File: config.mk
export PLATFORM = sky130hd
export DESIGN_NAME = ir_pulse_presence_classifier
export DESIGN_NICKNAME = d
export VERILOG_FILES = /design/src/rtl/irpc_pkg.sv /design/src/rtl/irpc_smul.sv /design/src/rtl/ir_pulse_presence_classifier.sv
export SDC_FILE = /design/constraint.sdc
export NUM_CORES = 1
export LEC_CHECK = 0
export BUFFER_PORTS_ARGS = -buffer_cell sky130_fd_sc_hd__buf_2
export CAP_MARGIN = 20
export CORE_AREA = 2 2 205 207
export DETAILED_ROUTE_END_ITERATION = 10
export DIE_AREA = 0 0 207 209
export PLACE_DENSITY = 0.67
export SETUP_SLACK_MARGIN = 0.5
export SLEW_MARGIN = 20
export SYNTH_ARGS = -nofsm -noshare
export SYNTH_HDL_FRONTEND = slang
export SYNTH_SLANG_ARGS = --single-unit
File: constraint.sdc
create_clock -name clk -period 13.5 [get_ports clk]
set_input_delay 0.675 -clock clk [delete_from_list [all_inputs] [get_ports clk]]
set_output_delay 0.675 -clock clk [all_outputs]
set_load 0.005 [all_outputs]
File: src/rtl/irpc_pkg.sv
// Shared types and constants for the IR pulse presence classifier.
package irpc_pkg;

    localparam int DATA_W    = 16;
    localparam int MCAND_W   = 18;
    localparam int PROD_HI_W = 19;
    localparam int ADDR_W    = 5;
    localparam int PDATA_W   = 32;

    localparam logic [MCAND_W-1:0] HYSTERESIS = 18'd20;

    localparam logic [2:0] REG_LOWPASS_COEF    = 3'd0;
    localparam logic [2:0] REG_HIGHPASS_COEF   = 3'd1;
    localparam logic [2:0] REG_WARMUP_TICKS    = 3'd2;
    localparam logic [2:0] REG_PULSE_TIMEOUT   = 3'd3;
    localparam logic [2:0] REG_SHORT_THRESHOLD = 3'd4;
    localparam logic [2:0] REG_LONG_THRESHOLD  = 3'd5;

    localparam logic [DATA_W-1:0] RST_LOWPASS_COEF    = 16'd32768;
    localparam logic [DATA_W-1:0] RST_HIGHPASS_COEF   = 16'd25298;
    localparam logic [DATA_W-1:0] RST_WARMUP_TICKS    = 16'd1000;
    localparam logic [DATA_W-1:0] RST_PULSE_TIMEOUT   = 16'd100;
    localparam logic [DATA_W-1:0] RST_SHORT_THRESHOLD = 16'd5;
    localparam logic [DATA_W-1:0] RST_LONG_THRESHOLD  = 16'd20;

    localparam logic [1:0] CLASS_HIDDEN = 2'd0;
    localparam logic [1:0] CLASS_SHORT  = 2'd1;
    localparam logic [1:0] CLASS_LONG   = 2'd2;

    typedef enum logic [4:0] {
        ST_IDLE = 5'b00001,
        ST_HP   = 5'b00010,
        ST_LP   = 5'b00100,
        ST_DET  = 5'b01000,
        ST_FIN  = 5'b10000
    } state_t;

    // Request to the serial multiplier.
    typedef struct packed {
        logic                      start;
        logic signed [MCAND_W-1:0] mcand;
        logic [DATA_W-1:0]         mplier;
    } mul_req_t;

endpackage

File: src/rtl/irpc_smul.sv
// Bit-serial signed-by-unsigned multiplier, returns product >>> 16.
module irpc_smul
    import irpc_pkg::*;
(
    input  logic                        clk,
    input  logic                        rst_n,
    input  mul_req_t                    req,
    output logic                        done,
    output logic signed [PROD_HI_W-1:0] prod_hi
);

    logic signed [PROD_HI_W-1:0] hi_reg, hi_next;
    logic [DATA_W-1:0]           lo_reg, lo_next;
    logic signed [MCAND_W-1:0]   mcand_reg;
    logic [3:0]                  cnt_reg;
    logic                        busy_reg;
    logic                        done_reg;
    logic signed [PROD_HI_W-1:0] sum;

    // One multiplier bit per cycle; partial sum shifts right into lo.
    always_comb
    begin
        sum = hi_reg;
        if (lo_reg[0])
        begin
            sum = hi_reg + PROD_HI_W'(mcand_reg);
        end
        hi_next = sum >>> 1;
        lo_next = {sum[0], lo_reg[DATA_W-1:1]};
    end

    always_ff @(posedge clk or negedge rst_n)
    begin
        if (!rst_n)
        begin
            busy_reg <= 1'b0;
            done_reg <= 1'b0;
            cnt_reg  <= '0;
        end
        else
        begin
            done_reg <= 1'b0;
            if (req.start)
            begin
                busy_reg <= 1'b1;
                cnt_reg  <= '0;
            end
            else if (busy_reg)
            begin
                cnt_reg <= cnt_reg + 4'd1;
                if (cnt_reg == 4'd15)
                begin
                    busy_reg <= 1'b0;
                    done_reg <= 1'b1;
                end
            end
        end
    end

    always_ff @(posedge clk)
    begin
        if (req.start)
        begin
            hi_reg    <= '0;
            lo_reg    <= req.mplier;
            mcand_reg <= req.mcand;
        end
        else if (busy_reg)
        begin
            hi_reg <= hi_next;
            lo_reg <= lo_next;
        end
    end

    assign done    = done_reg;
    assign prod_hi = hi_reg;

endmodule

File: src/rtl/ir_pulse_presence_classifier.sv
// IR pulse presence classifier: takes one 16-bit ADC sample per beat and returns one
// result beat (class, pulse flag, pulse count). During warm-up a sample only bumps the
// warm-up counter: acceptance moves the sequencer to the finish state, whose exit loads
// the result register and returns to idle, where the next sample can be taken. After
// warm-up the sample runs a high-pass then a low-pass filter, each on one shared
// bit-serial multiplier, then a detect/count step and the finish state, whose exit
// loads the result register and returns to idle.
// One sample is in work at a time; the input stalls until the previous sample has
// reached the output register, which can still hold a result waiting to be taken while
// the next sample is processed. A finished sample that finds that result still waiting
// holds the input off until it is taken. Registers sit on an APB-style port, 4 bytes
// apart, and should only be written while the block is idle.
module ir_pulse_presence_classifier
    import irpc_pkg::*;
(
    input  logic               clk,
    input  logic               rst_n,
    // sample channel
    input  logic               in_valid,
    output logic               in_stall,
    input  logic [15:0]        sample,
    // result channel
    output logic               out_valid,
    input  logic               out_stall,
    output logic [1:0]         presence_class,
    output logic               pulse_seen,
    output logic [15:0]        pulse_count,
    // register port
    input  logic               psel,
    input  logic               penable,
    input  logic               pwrite,
    input  logic [ADDR_W-1:0]  paddr,
    input  logic [PDATA_W-1:0] pwdata,
    output logic [PDATA_W-1:0] prdata,
    output logic               pready
);

    // Configuration
    logic [DATA_W-1:0] lowpass_coef_reg, highpass_coef_reg, warmup_ticks_reg;
    logic [DATA_W-1:0] pulse_timeout_reg, short_threshold_reg, long_threshold_reg;

    // Filter and detector state
    state_t            state_reg;
    logic [DATA_W-1:0] warmup_count_reg;
    logic [DATA_W-1:0] hp_last_in_reg, hp_last_out_reg, lp_value_reg, detect_last_reg;
    logic              falling_dir_reg;
    logic [DATA_W-1:0] ticks_since_pulse_reg, count_of_pulses_reg;
    logic [1:0]        class_reg;
    logic              pulse_reg;

    // Per-sample working registers
    logic [DATA_W-1:0] x_reg;
    logic              neg_reg;

    // Output register
    logic              out_valid_reg;
    logic [1:0]        out_class_reg;
    logic              out_pulse_reg;
    logic [DATA_W-1:0] out_count_reg;

    logic in_accept, out_take, out_free, cfg_wr;
    logic warming;

    mul_req_t                    mul_req;
    logic                        mul_done;
    logic signed [PROD_HI_W-1:0] mul_hi;

    // High-pass pre-term: t = hp_out + x - hp_in, 18-bit signed, and |t|
    logic signed [MCAND_W-1:0] hp_t, hp_mag;
    // High-pass output and low-pass difference
    logic [DATA_W-1:0]         hp_y;
    logic signed [MCAND_W-1:0] lp_d;
    logic [DATA_W-1:0]         lp_f;

    // Detection / timing
    logic signed [MCAND_W-1:0] s_ext, p_ext;
    logic                      fall, rise, pulse;
    logic [DATA_W-1:0]         tsp_inc, count_new;
    logic [1:0]                class_new;

    assign in_accept = in_valid && !in_stall;
    assign out_take  = out_valid_reg && !out_stall;
    assign out_free  = !out_valid_reg || !out_stall;
    assign in_stall  = (state_reg != ST_IDLE);
    assign cfg_wr    = psel && penable && pwrite && pready;
    assign pready    = 1'b1;
    assign warming   = (warmup_count_reg < warmup_ticks_reg);

    assign out_valid      = out_valid_reg;
    assign presence_class = out_class_reg;
    assign pulse_seen     = out_pulse_reg;
    assign pulse_count    = out_count_reg;

    // Arithmetic around the multiplier
    always_comb
    begin
        hp_t = MCAND_W'($signed(hp_last_out_reg)) + $signed({2'b00, sample})
             - MCAND_W'($signed(hp_last_in_reg));
        hp_mag = hp_t[MCAND_W-1] ? -hp_t : hp_t;
        // truncation toward zero: negate the magnitude quotient
        hp_y = neg_reg ? (16'd0 - mul_hi[DATA_W-1:0]) : mul_hi[DATA_W-1:0];
        lp_d = $signed({2'b00, hp_y}) - $signed({2'b00, lp_value_reg});
        // f = lp + floor(a * (x - lp) / 2^16)
        lp_f = lp_value_reg + mul_hi[DATA_W-1:0];
    end

    always_comb
    begin
        mul_req = '0;
        if (state_reg == ST_IDLE)
        begin
            mul_req.start  = in_accept && !warming;
            mul_req.mcand  = hp_mag;
            mul_req.mplier = highpass_coef_reg;
        end
        else if (state_reg == ST_HP)
        begin
            mul_req.start  = mul_done;
            mul_req.mcand  = lp_d;
            mul_req.mplier = lowpass_coef_reg;
        end
    end

    irpc_smul u_smul (
        .clk     (clk),
        .rst_n   (rst_n),
        .req     (mul_req),
        .done    (mul_done),
        .prod_hi (mul_hi)
    );

    // Reversal detect with hysteresis, gap timer and saturating count.
    always_comb
    begin
        s_ext = MCAND_W'($signed(lp_value_reg));
        p_ext = $signed({2'b00, detect_last_reg});
        fall  = p_ext > (s_ext + $signed(HYSTERESIS));
        rise  = (p_ext + $signed(HYSTERESIS)) < s_ext;
        pulse = (fall && !falling_dir_reg) || (!fall && rise && falling_dir_reg);

        tsp_inc = (ticks_since_pulse_reg == 16'hFFFF) ? ticks_since_pulse_reg
                                                      : ticks_since_pulse_reg + 16'd1;
        count_new = count_of_pulses_reg;
        if (tsp_inc > pulse_timeout_reg)
        begin
            count_new = '0;
        end
        else if (pulse && (count_of_pulses_reg != 16'hFFFF))
        begin
            count_new = count_of_pulses_reg + 16'd1;
        end

        if (count_new < short_threshold_reg)
        begin
            class_new = CLASS_HIDDEN;
        end
        else if (count_new < long_threshold_reg)
        begin
            class_new = CLASS_SHORT;
        end
        else
        begin
            class_new = CLASS_LONG;
        end
    end

    // Sequencer and algorithm state
    always_ff @(posedge clk or negedge rst_n)
    begin
        if (!rst_n)
        begin
            state_reg             <= ST_IDLE;
            warmup_count_reg      <= '0;
            hp_last_in_reg        <= '0;
            hp_last_out_reg       <= '0;
            lp_value_reg          <= '0;
            detect_last_reg       <= '0;
            falling_dir_reg       <= 1'b0;
            ticks_since_pulse_reg <= '0;
            count_of_pulses_reg   <= '0;
            class_reg             <= CLASS_HIDDEN;
            pulse_reg             <= 1'b0;
        end
        else
        begin
            case (state_reg)
                ST_IDLE:
                begin
                    if (in_accept)
                    begin
                        if (warming)
                        begin
                            warmup_count_reg      <= warmup_count_reg + 16'd1;
                            ticks_since_pulse_reg <= '0;
                            pulse_reg             <= 1'b0;
                            state_reg             <= ST_FIN;
                        end
                        else
                        begin
                            state_reg <= ST_HP;
                        end
                    end
                end
                ST_HP:
                begin
                    if (mul_done)
                    begin
                        hp_last_out_reg <= hp_y;
                        hp_last_in_reg  <= x_reg;
                        state_reg       <= ST_LP;
                    end
                end
                ST_LP:
                begin
                    if (mul_done)
                    begin
                        lp_value_reg <= lp_f;
                        state_reg    <= ST_DET;
                    end
                end
                ST_DET:
                begin
                    if (pulse)
                    begin
                        falling_dir_reg <= !falling_dir_reg;
                    end
                    detect_last_reg       <= lp_value_reg;
                    ticks_since_pulse_reg <= pulse ? 16'd0 : tsp_inc;
                    count_of_pulses_reg   <= count_new;
                    class_reg             <= class_new;
                    pulse_reg             <= pulse;
                    state_reg             <= ST_FIN;
                end
                ST_FIN:
                begin
                    if (out_free)
                    begin
                        state_reg <= ST_IDLE;
                    end
                end
                default:
                begin
                    state_reg <= ST_IDLE;
                end
            endcase
        end
    end

    // Sample and sign of t held for the filter pass
    always_ff @(posedge clk)
    begin
        if (in_accept)
        begin
            x_reg   <= sample;
            neg_reg <= hp_t[MCAND_W-1];
        end
    end

    // Output register: loaded at the end of a sample, cleared when taken
    always_ff @(posedge clk or negedge rst_n)
    begin
        if (!rst_n)
        begin
            out_valid_reg <= 1'b0;
        end
        else if ((state_reg == ST_FIN) && out_free)
        begin
            out_valid_reg <= 1'b1;
        end
        else if (out_take)
        begin
            out_valid_reg <= 1'b0;
        end
    end

    always_ff @(posedge clk)
    begin
        if ((state_reg == ST_FIN) && out_free)
        begin
            out_class_reg <= class_reg;
            out_pulse_reg <= pulse_reg;
            out_count_reg <= count_of_pulses_reg;
        end
    end

    // Register port
    always_ff @(posedge clk or negedge rst_n)
    begin
        if (!rst_n)
        begin
            lowpass_coef_reg    <= RST_LOWPASS_COEF;
            highpass_coef_reg   <= RST_HIGHPASS_COEF;
            warmup_ticks_reg    <= RST_WARMUP_TICKS;
            pulse_timeout_reg   <= RST_PULSE_TIMEOUT;
            short_threshold_reg <= RST_SHORT_THRESHOLD;
            long_threshold_reg  <= RST_LONG_THRESHOLD;
        end
        else if (cfg_wr)
        begin
            case (paddr[4:2])
                REG_LOWPASS_COEF:    lowpass_coef_reg    <= pwdata[DATA_W-1:0];
                REG_HIGHPASS_COEF:   highpass_coef_reg   <= pwdata[DATA_W-1:0];
                REG_WARMUP_TICKS:    warmup_ticks_reg    <= pwdata[DATA_W-1:0];
                REG_PULSE_TIMEOUT:   pulse_timeout_reg   <= pwdata[DATA_W-1:0];
                REG_SHORT_THRESHOLD: short_threshold_reg <= pwdata[DATA_W-1:0];
                REG_LONG_THRESHOLD:  long_threshold_reg  <= pwdata[DATA_W-1:0];
                default:
                begin
                end
            endcase
        end
    end

    always_comb
    begin
        case (paddr[4:2])
            REG_LOWPASS_COEF:    prdata = {16'd0, lowpass_coef_reg};
            REG_HIGHPASS_COEF:   prdata = {16'd0, highpass_coef_reg};
            REG_WARMUP_TICKS:    prdata = {16'd0, warmup_ticks_reg};
            REG_PULSE_TIMEOUT:   prdata = {16'd0, pulse_timeout_reg};
            REG_SHORT_THRESHOLD: prdata = {16'd0, short_threshold_reg};
            REG_LONG_THRESHOLD:  prdata = {16'd0, long_threshold_reg};
            default:             prdata = '0;
        endcase
    end

endmodule
## After elaboration in Yosys (flattened, before gate mapping)

Cells that the tools add are included.

- Equal/unequal tests: 19
- Order comparisons: 6
- Muxes and demuxes: 36
- Add/sub/neg operators: 13
- Reductions and logical operators: 34

Operators by type and width:

| kind | number |
|---|---|
| 16-bit 2-to-1 mux | 9 |
| 16-bit case mux with 6 select lines | 1 |
| 35-bit 2-to-1 mux | 2 |
| 16-bit by 1-bit adder with 16-bit output (second input constant) | 3 |
| 16-bit < comparator | 3 |
| 16-bit case mux with 2 select lines | 1 |
| 5-bit 2-to-1 mux | 5 |
| 5-bit case mux with 5 select lines | 1 |
| 18-bit by 18-bit adder with 19-bit output | 1 |
| 19-bit 2-to-1 mux | 1 |
| 16-bit by 17-bit adder with 18-bit output | 1 |
| 18-bit by 16-bit < comparator with 1-bit output | 1 |
| 18-bit 2-to-1 mux | 1 |
| 18-bit negator | 1 |
| 2-bit AND reduction | 9 |
| 18-bit by 16-bit subtractor with 18-bit output | 1 |
| 16-bit by 5-bit adder with 17-bit output (second input constant) | 1 |
| 16-bit by 6-bit adder with 17-bit output (second input constant) | 1 |
| 17-bit > comparator | 1 |
| 16-bit by 16-bit subtractor with 17-bit output | 1 |
| 16-bit adder | 1 |
| 16-bit equality test (second input constant) | 1 |
| 16-bit > comparator | 1 |
| 16-bit inequality test (second input constant) | 1 |
| other kinds (25) | 59 |

- Bits in registers: 312
- Output and inout port bits: 54
- Logic and storage cells: 137
- Input bits: 60

## Logic depth before layout (Yosys ltp)

- Depth after elaboration: 12
- Mapped depth: 27
- Mapped depth without buffers: 26

## Hierarchy

Synthesis repeated with hierarchy kept, for this count alone.

- Cells, all modules: 2,111
- Area, all modules: 20,210.6 µm²

Modules (own cells, without submodules):

| module | area an instance (µm²) | seq. area each (µm²) | times used | cells an instance |
|---|---|---|---|---|
| ir_pulse_presence_classifier | 17,006.3 | 6,563.8 | 1 | 1,820 |
| irpc_smul | 3,204.3 | 1,531.5 | 1 | 291 |

## Worst setup path after synthesis

OpenSTA, ideal clock, no wires.

- Kind: reg-to-reg
- Start: reg ticks_since_pulse_reg[3]
- End: reg class_reg[0]
- Data required time: 13.379 ns
- Slack: 7.989 ns
- Period minus slack after synthesis: 5.511 ns
- Setup time: 0.121 ns
- Stages on the path, launching flop included: 27
- Data arrival time: 5.390 ns
- Path through: dfrtp_1 -> buf_2 -> and4_1 -> and2_1 -> and4_1 -> nand3_1 -> nor3_1 -> nor2_1 -> nand3_1 -> xnor2_1 -> ha_1 -> nand4_1 -> nor4_1 -> o21ai_0 -> a31oi_1 -> clkbuf_1 -> clkbuf_1 -> nor2_1 -> ha_1 -> o21ai_0 -> a21oi_1 -> nand2_1 -> a211o_1 -> a211o_2 -> o211ai_1 -> nand2_1 -> a22o_1

- Cells in the longest elaborated chain, start to end: 7
- Elaborated cells on any way between the ends: 9
- Classes of those cells: 1 x add/sub; 3 x order compare; 1 x eq/ne; 4 x mux

Ends and longest elaborated chain:

| item | RTL line | source |
|---|---|---|
| start: declaration | ir_pulse_presence_classifier.sv:47 | `logic [DATA_W-1:0] ticks_since_pulse_reg, count_of_pulses_reg;` |
| start signal: assignment | ir_pulse_presence_classifier.sv:228 | `ticks_since_pulse_reg <= pulse ? 16'd0 : tsp_inc;` |
| 16-bit by 1-bit adder with 16-bit output or 16-bit equality test (tied branches) | ir_pulse_presence_classifier.sv:142, ir_pulse_presence_classifier.sv:141 |  |
| 16-bit 2-to-1 mux (*) | ir_pulse_presence_classifier.sv:141 | `tsp_inc = (ticks_since_pulse_reg == 16'hFFFF) ? ticks_since_pulse_reg` |
| 16-bit > comparator (*) | ir_pulse_presence_classifier.sv:144 | `if (tsp_inc > pulse_timeout_reg)` |
| 16-bit 2-to-1 mux (*) | ir_pulse_presence_classifier.sv:144 |  |
| via count_new[3] | ir_pulse_presence_classifier.sv:78 | `logic [DATA_W-1:0] tsp_inc, count_new;` |
| 16-bit < comparator | ir_pulse_presence_classifier.sv:157 | `else if (count_new < long_threshold_reg)` |
| 2-bit 2-to-1 mux | ir_pulse_presence_classifier.sv:157 |  |
| 2-bit 2-to-1 mux (*) | ir_pulse_presence_classifier.sv:153 | `if (count_new < short_threshold_reg)` |
| end signal: assignment | ir_pulse_presence_classifier.sv:230 | `class_reg <= class_new;` |
| end: declaration | ir_pulse_presence_classifier.sv:48 | `logic [1:0] class_reg;` |

The timed path passes the listed nets; every way through them passes the cells marked *.
A chain may end at the register's enable or synchronous reset.

## Worst setup path after layout

- Start: reg detect_last_reg[2]
- End: reg class_reg[1]

- Cells in the longest elaborated chain, start to end: 11
- Elaborated cells on any way between the ends: 15
- Classes of those cells: 1 x add/sub; 4 x order compare; 4 x mux; 6 x reduce/logical

Ends and longest elaborated chain:

| item | RTL line | source |
|---|---|---|
| start: declaration | ir_pulse_presence_classifier.sv:45 | `logic [DATA_W-1:0] hp_last_in_reg, hp_last_out_reg, lp_value_reg, detect_last_reg;` |
| start signal: assignment | ir_pulse_presence_classifier.sv:227 | `detect_last_reg <= lp_value_reg;` |
| 16-bit by 5-bit adder with 17-bit output or 17-bit > comparator (tied branches) | ir_pulse_presence_classifier.sv:138, ir_pulse_presence_classifier.sv:137 |  |
| 18-bit by 16-bit < comparator with 1-bit output or 1-bit zero test (tied branches) | ir_pulse_presence_classifier.sv:138, ir_pulse_presence_classifier.sv:139 |  |
| 1-bit logical AND (2 in series) | ir_pulse_presence_classifier.sv:139 | `pulse = (fall && !falling_dir_reg) \|\| (!fall && rise && falling_dir_reg);` |
| 1-bit logical OR (*) | ir_pulse_presence_classifier.sv:139 |  |
| 1-bit logical AND (*) | ir_pulse_presence_classifier.sv:148 | `else if (pulse && (count_of_pulses_reg != 16'hFFFF))` |
| 16-bit 2-to-1 mux (*) | ir_pulse_presence_classifier.sv:148 |  |
| 16-bit 2-to-1 mux (*) | ir_pulse_presence_classifier.sv:144 |  |
| via count_new[10] | ir_pulse_presence_classifier.sv:78 |  |
| 16-bit < comparator | ir_pulse_presence_classifier.sv:157 |  |
| 2-bit 2-to-1 mux | ir_pulse_presence_classifier.sv:157 |  |
| 2-bit 2-to-1 mux (*) | ir_pulse_presence_classifier.sv:153 |  |

Marks and branches as above.

==> qor.csv <==
stage;metric;value;unit
global_routing;grt_first_pass_wirelength;83400;um
clock_network;cts_buffer_depth;3;
drt;wl_met3;2930;um
timing;rsz0062_at_grt;false;
drt;drtIter0Drc;943;
timing;max_clock_freq;0.159;GHz
placed_design;placed_cell_area;0.0212;mm^2
timing;fin_worst_skew;0.0185;ns
die;num_rows;75;
layout;fill_cells;3625;
timing;finalCritPeriodShare;0.466;
min_path;hold_path.class;in -> async;
yosys;netlist_instances;2123;
yosys;async_flop_share;0.718;
clock_network;holdBufCountCts;0;
timing;finalHoldViolations;0;
power;vdd_drop_max;101;uV
placed_design;port_buffers;78;
critical_path;cp-start-kind;flip-flop;
layout;regArea;0.00810;mm^2
drt;postRouteAntennaNets;0;
layout;drive_gt1_frac;0.128;
critical_path;critPathArrivalTime;6.74;ns
yosys;postSynthAreaPerCell;9.55;um^2
drt;totalWireLength;51800;um
yosys;synth_seq_cells;312;
yosys;synth.distinct_cells;85;
layout;stdcell_area;0.0224;mm^2
power;leakage;10.2;nW
drt;wl_met2;23200;um
die;die_h;209;um
global_routing;grt_pass1_vias;15600;
placed_design;hpwl;38500;um
timing;fin_crit;6.28;ns
critical_path;cp-end-kind;flip-flop;
clock_network;numCtsBuffers;36;
placed_design;placed_cells;2681;
yosys;synth_flop_cell;dfrtp_1;
yosys;synth_edf_count;70;
layout;multi_input_area;0.0112;mm^2
die;num_io_pins;114;
layout;finalCoreUtilization;0.544;
drt;drc;0;
global_routing;grt_max_degree;80;
global_routing;antenna_found_initial;2;
drt;wl_met1;24300;um
die;core_area;0.0413;mm^2
outcome;outcome;finished clean;
drt;vias;16000;
timing;final_max_slew_viol_count;0;
timing;worst_slew_pin_slew;1.08;ns
clock_network;cts_setup_buffers;0;
global_routing;grt_use_total;0.238;
clock_network;htree_num_levels;2;
layout;finalNetCount;2427;
clock_network;cts_root_buffer;clkbuf_16;
power;power.total;2.80;mW
yosys;synth_warnings;0;
layout;final_cells;2748;
drt;wl_per_cell;18.8;um
timing;max_slew_margin;0.279;
drt;drtPass1Iterations;5;
clock_network;clk_latency;0.56;ns
clock_network;cts_repair_resize_count;0;
yosys;ys_seq_area_frac;0.399;
clock_network;clkTransAtPathRegs;0.07;ns
critical_path;path_class;reg -> reg;
die;dieWidth;207;um
global_routing;grt_overflow;0;
critical_path;crit_path_max_fanout;18;
timing;setup_tns;0;ns
yosys;syn_area;0.0203;mm^2
layout;syn_to_final_growth;10.7;%
flow_run;maxCapViolCount;0;
placed_design;gp_congestion;0.923;
drt;dr.max_layer_used;met5;
die;dieArea;0.0433;mm^2
power;power_density;125;mW/mm^2
timing;setup_viol;0;
drt;vias_per_cell;5.82;
critical_path;crit_required;13.96;ns
clock_network;cts_tree;done;
die;start_util;0.491;
clock_network;numClockSinks;312;
-- placed cells by master, fill, tap and decap left out, types with 9 or more instances in the layout --
cell and count:
nand4_1 36, dfxtp_1 18, ha_1 167, conb_1 17, o22ai_1 17, nor2b_1 16
inv_1 181, clkbuf_16 37, o211ai_1 9, a21o_1 30, a22oi_1 32, nand3_1 43
o31ai_1 28, buf_4 19, and3_1 15, dfstp_2 22, buf_2 77, edfxtp_1 70
nand2b_1 11, dfrtp_1 201, and4_1 9, a31oi_1 16, o221ai_1 9, o21a_1 9
a41oi_1 12, a22o_1 27, or3_1 13, nor3_1 39, a211oi_1 33, mux2_2 72
a221oi_1 10, nor2_1 130, and2_1 9, mux2i_1 20, o21ai_0 162, xnor2_1 72
xor2_1 70, a21oi_1 87, fa_1 20, nand2_1 202
-- worst max-delay path: stages, from the launching register on --
cell and delay (ns):
dfrtp_1 0.42, ha_1 0.24, o21ai_0 0.38, nor2_1 0.11
xor2_1 0.16, ha_1 0.29, a211oi_1 0.35, o21ai_0 0.15
o31ai_1 0.68, and3_1 0.29, a21oi_1 0.11, nor3_4 0.60
nand4_1 0.23, xor2_1 0.20, nor2_1 0.21, ha_1 0.30
a21o_1 0.17, a21oi_1 0.16, o21a_1 0.13, o21ai_0 0.16
a2111oi_0 0.45, a21oi_1 0.18, mux2i_1 0.16, nor2_1 0.05
-- synth_stat cells, types with 16 or more instances --
cell | n | share of area
nand2_1 | 203 | 0.038
dfrtp_1 | 202 | 0.25
inv_1 | 181 | 0.033
ha_1 | 167 | 0.10
o21ai_0 | 162 | 0.040
nor2_1 | 131 | 0.024
a21oi_1 | 88 | 0.022
mux2_2 | 72 | 0.040
xnor2_1 | 72 | 0.031
edfxtp_1 | 70 | 0.10
xor2_1 | 70 | 0.030
clkbuf_1 | 62 | 0.011
nand3_1 | 44 | 0.011
nor3_1 | 39 | 0.0096
nand4_1 | 36 | 0.011
a211oi_1 | 33 | 0.012
a22oi_1 | 32 | 0.012
a21o_1 | 30 | 0.011
o31ai_1 | 28 | 0.010
a22o_1 | 27 | 0.012
dfstp_2 | 22 | 0.028
fa_1 | 20 | 0.020
mux2i_1 | 20 | 0.0099
dfxtp_1 | 18 | 0.018
a31oi_1 | 17 | 0.0052
buf_4 | 17 | 0.0063
o22ai_1 | 17 | 0.0052
nor2b_1 | 16 | 0.0049
-- cells by family (layout without fill, tap and decap cells) --
family,count (synthesis),count (layout),share of synthesized area
other cells,2,18,0.000370
flops,312,312,0.399
compound gates,536,536,0.173
fa+ha+maj,187,187,0.123
buf+inv,275,345,0.0553
xor+xnor,143,143,0.0621
simple gates,576,576,0.137
mux,92,92,0.0498
-- metal layers --
layer,vias up,global-route usage
met2,406,0.367
met1,7779,0.343
met4,2,0.0695
li1,7737,-
met5,-,0
met3,77,0.0415
-- stage by stage --
step | hold WS [ns] | worst slack (ns)
after floorplan | 0.379 | 7.99
after global placement | 0.442 | 7.37
after detailed placement | 0.441 | 7.25
after CTS | 0.110 | 7.22
after global routing | 0.111 | 6.63
final | 0.0724 | 7.22
-- cell type report --
type | instances | area share
multi-input cells | 1551 | 0.497
flip-flops and latches | 312 | 0.361
clock buffers | 46 | 0.0432
inverters | 182 | 0.0305
well taps | 539 | 0.0300
repair buffers | 97 | 0.0242
clock inverters | 20 | 0.0140
diodes | 1 | 0.000111
-- final timing paths --
| path | cells past startpoint | slack [ns] | from | to |
|---|---|---|---|---|
| max | 23 | 7.22 | detect_last_reg[2] | class_reg[1] |
| min | 1 | 0.07 | rst_n | warmup_count_reg[9] |
| max reg2reg | 23 | 7.22 | detect_last_reg[2] | class_reg[1] |
| min reg2reg | 0 | 0.46 | class_reg[0] | presence_class[0] |
| max in group asynchronous | 2 | 11.94 | rst_n | lowpass_coef_reg[10] |
| min in group clk | 1 | 0.31 | sample[12] | x_reg[12] |
-- report_power, final --
group | total (mW) | internal, mW | switching [mW]
Combinational | 0.564 | 0.216 | 0.348
Sequential | 1.17 | 1.09 | 0.0802
Clock | 1.07 | 0.651 | 0.417
Total | 2.80 | 1.96 | 0.846
Power figures use the tool's default switching activity.
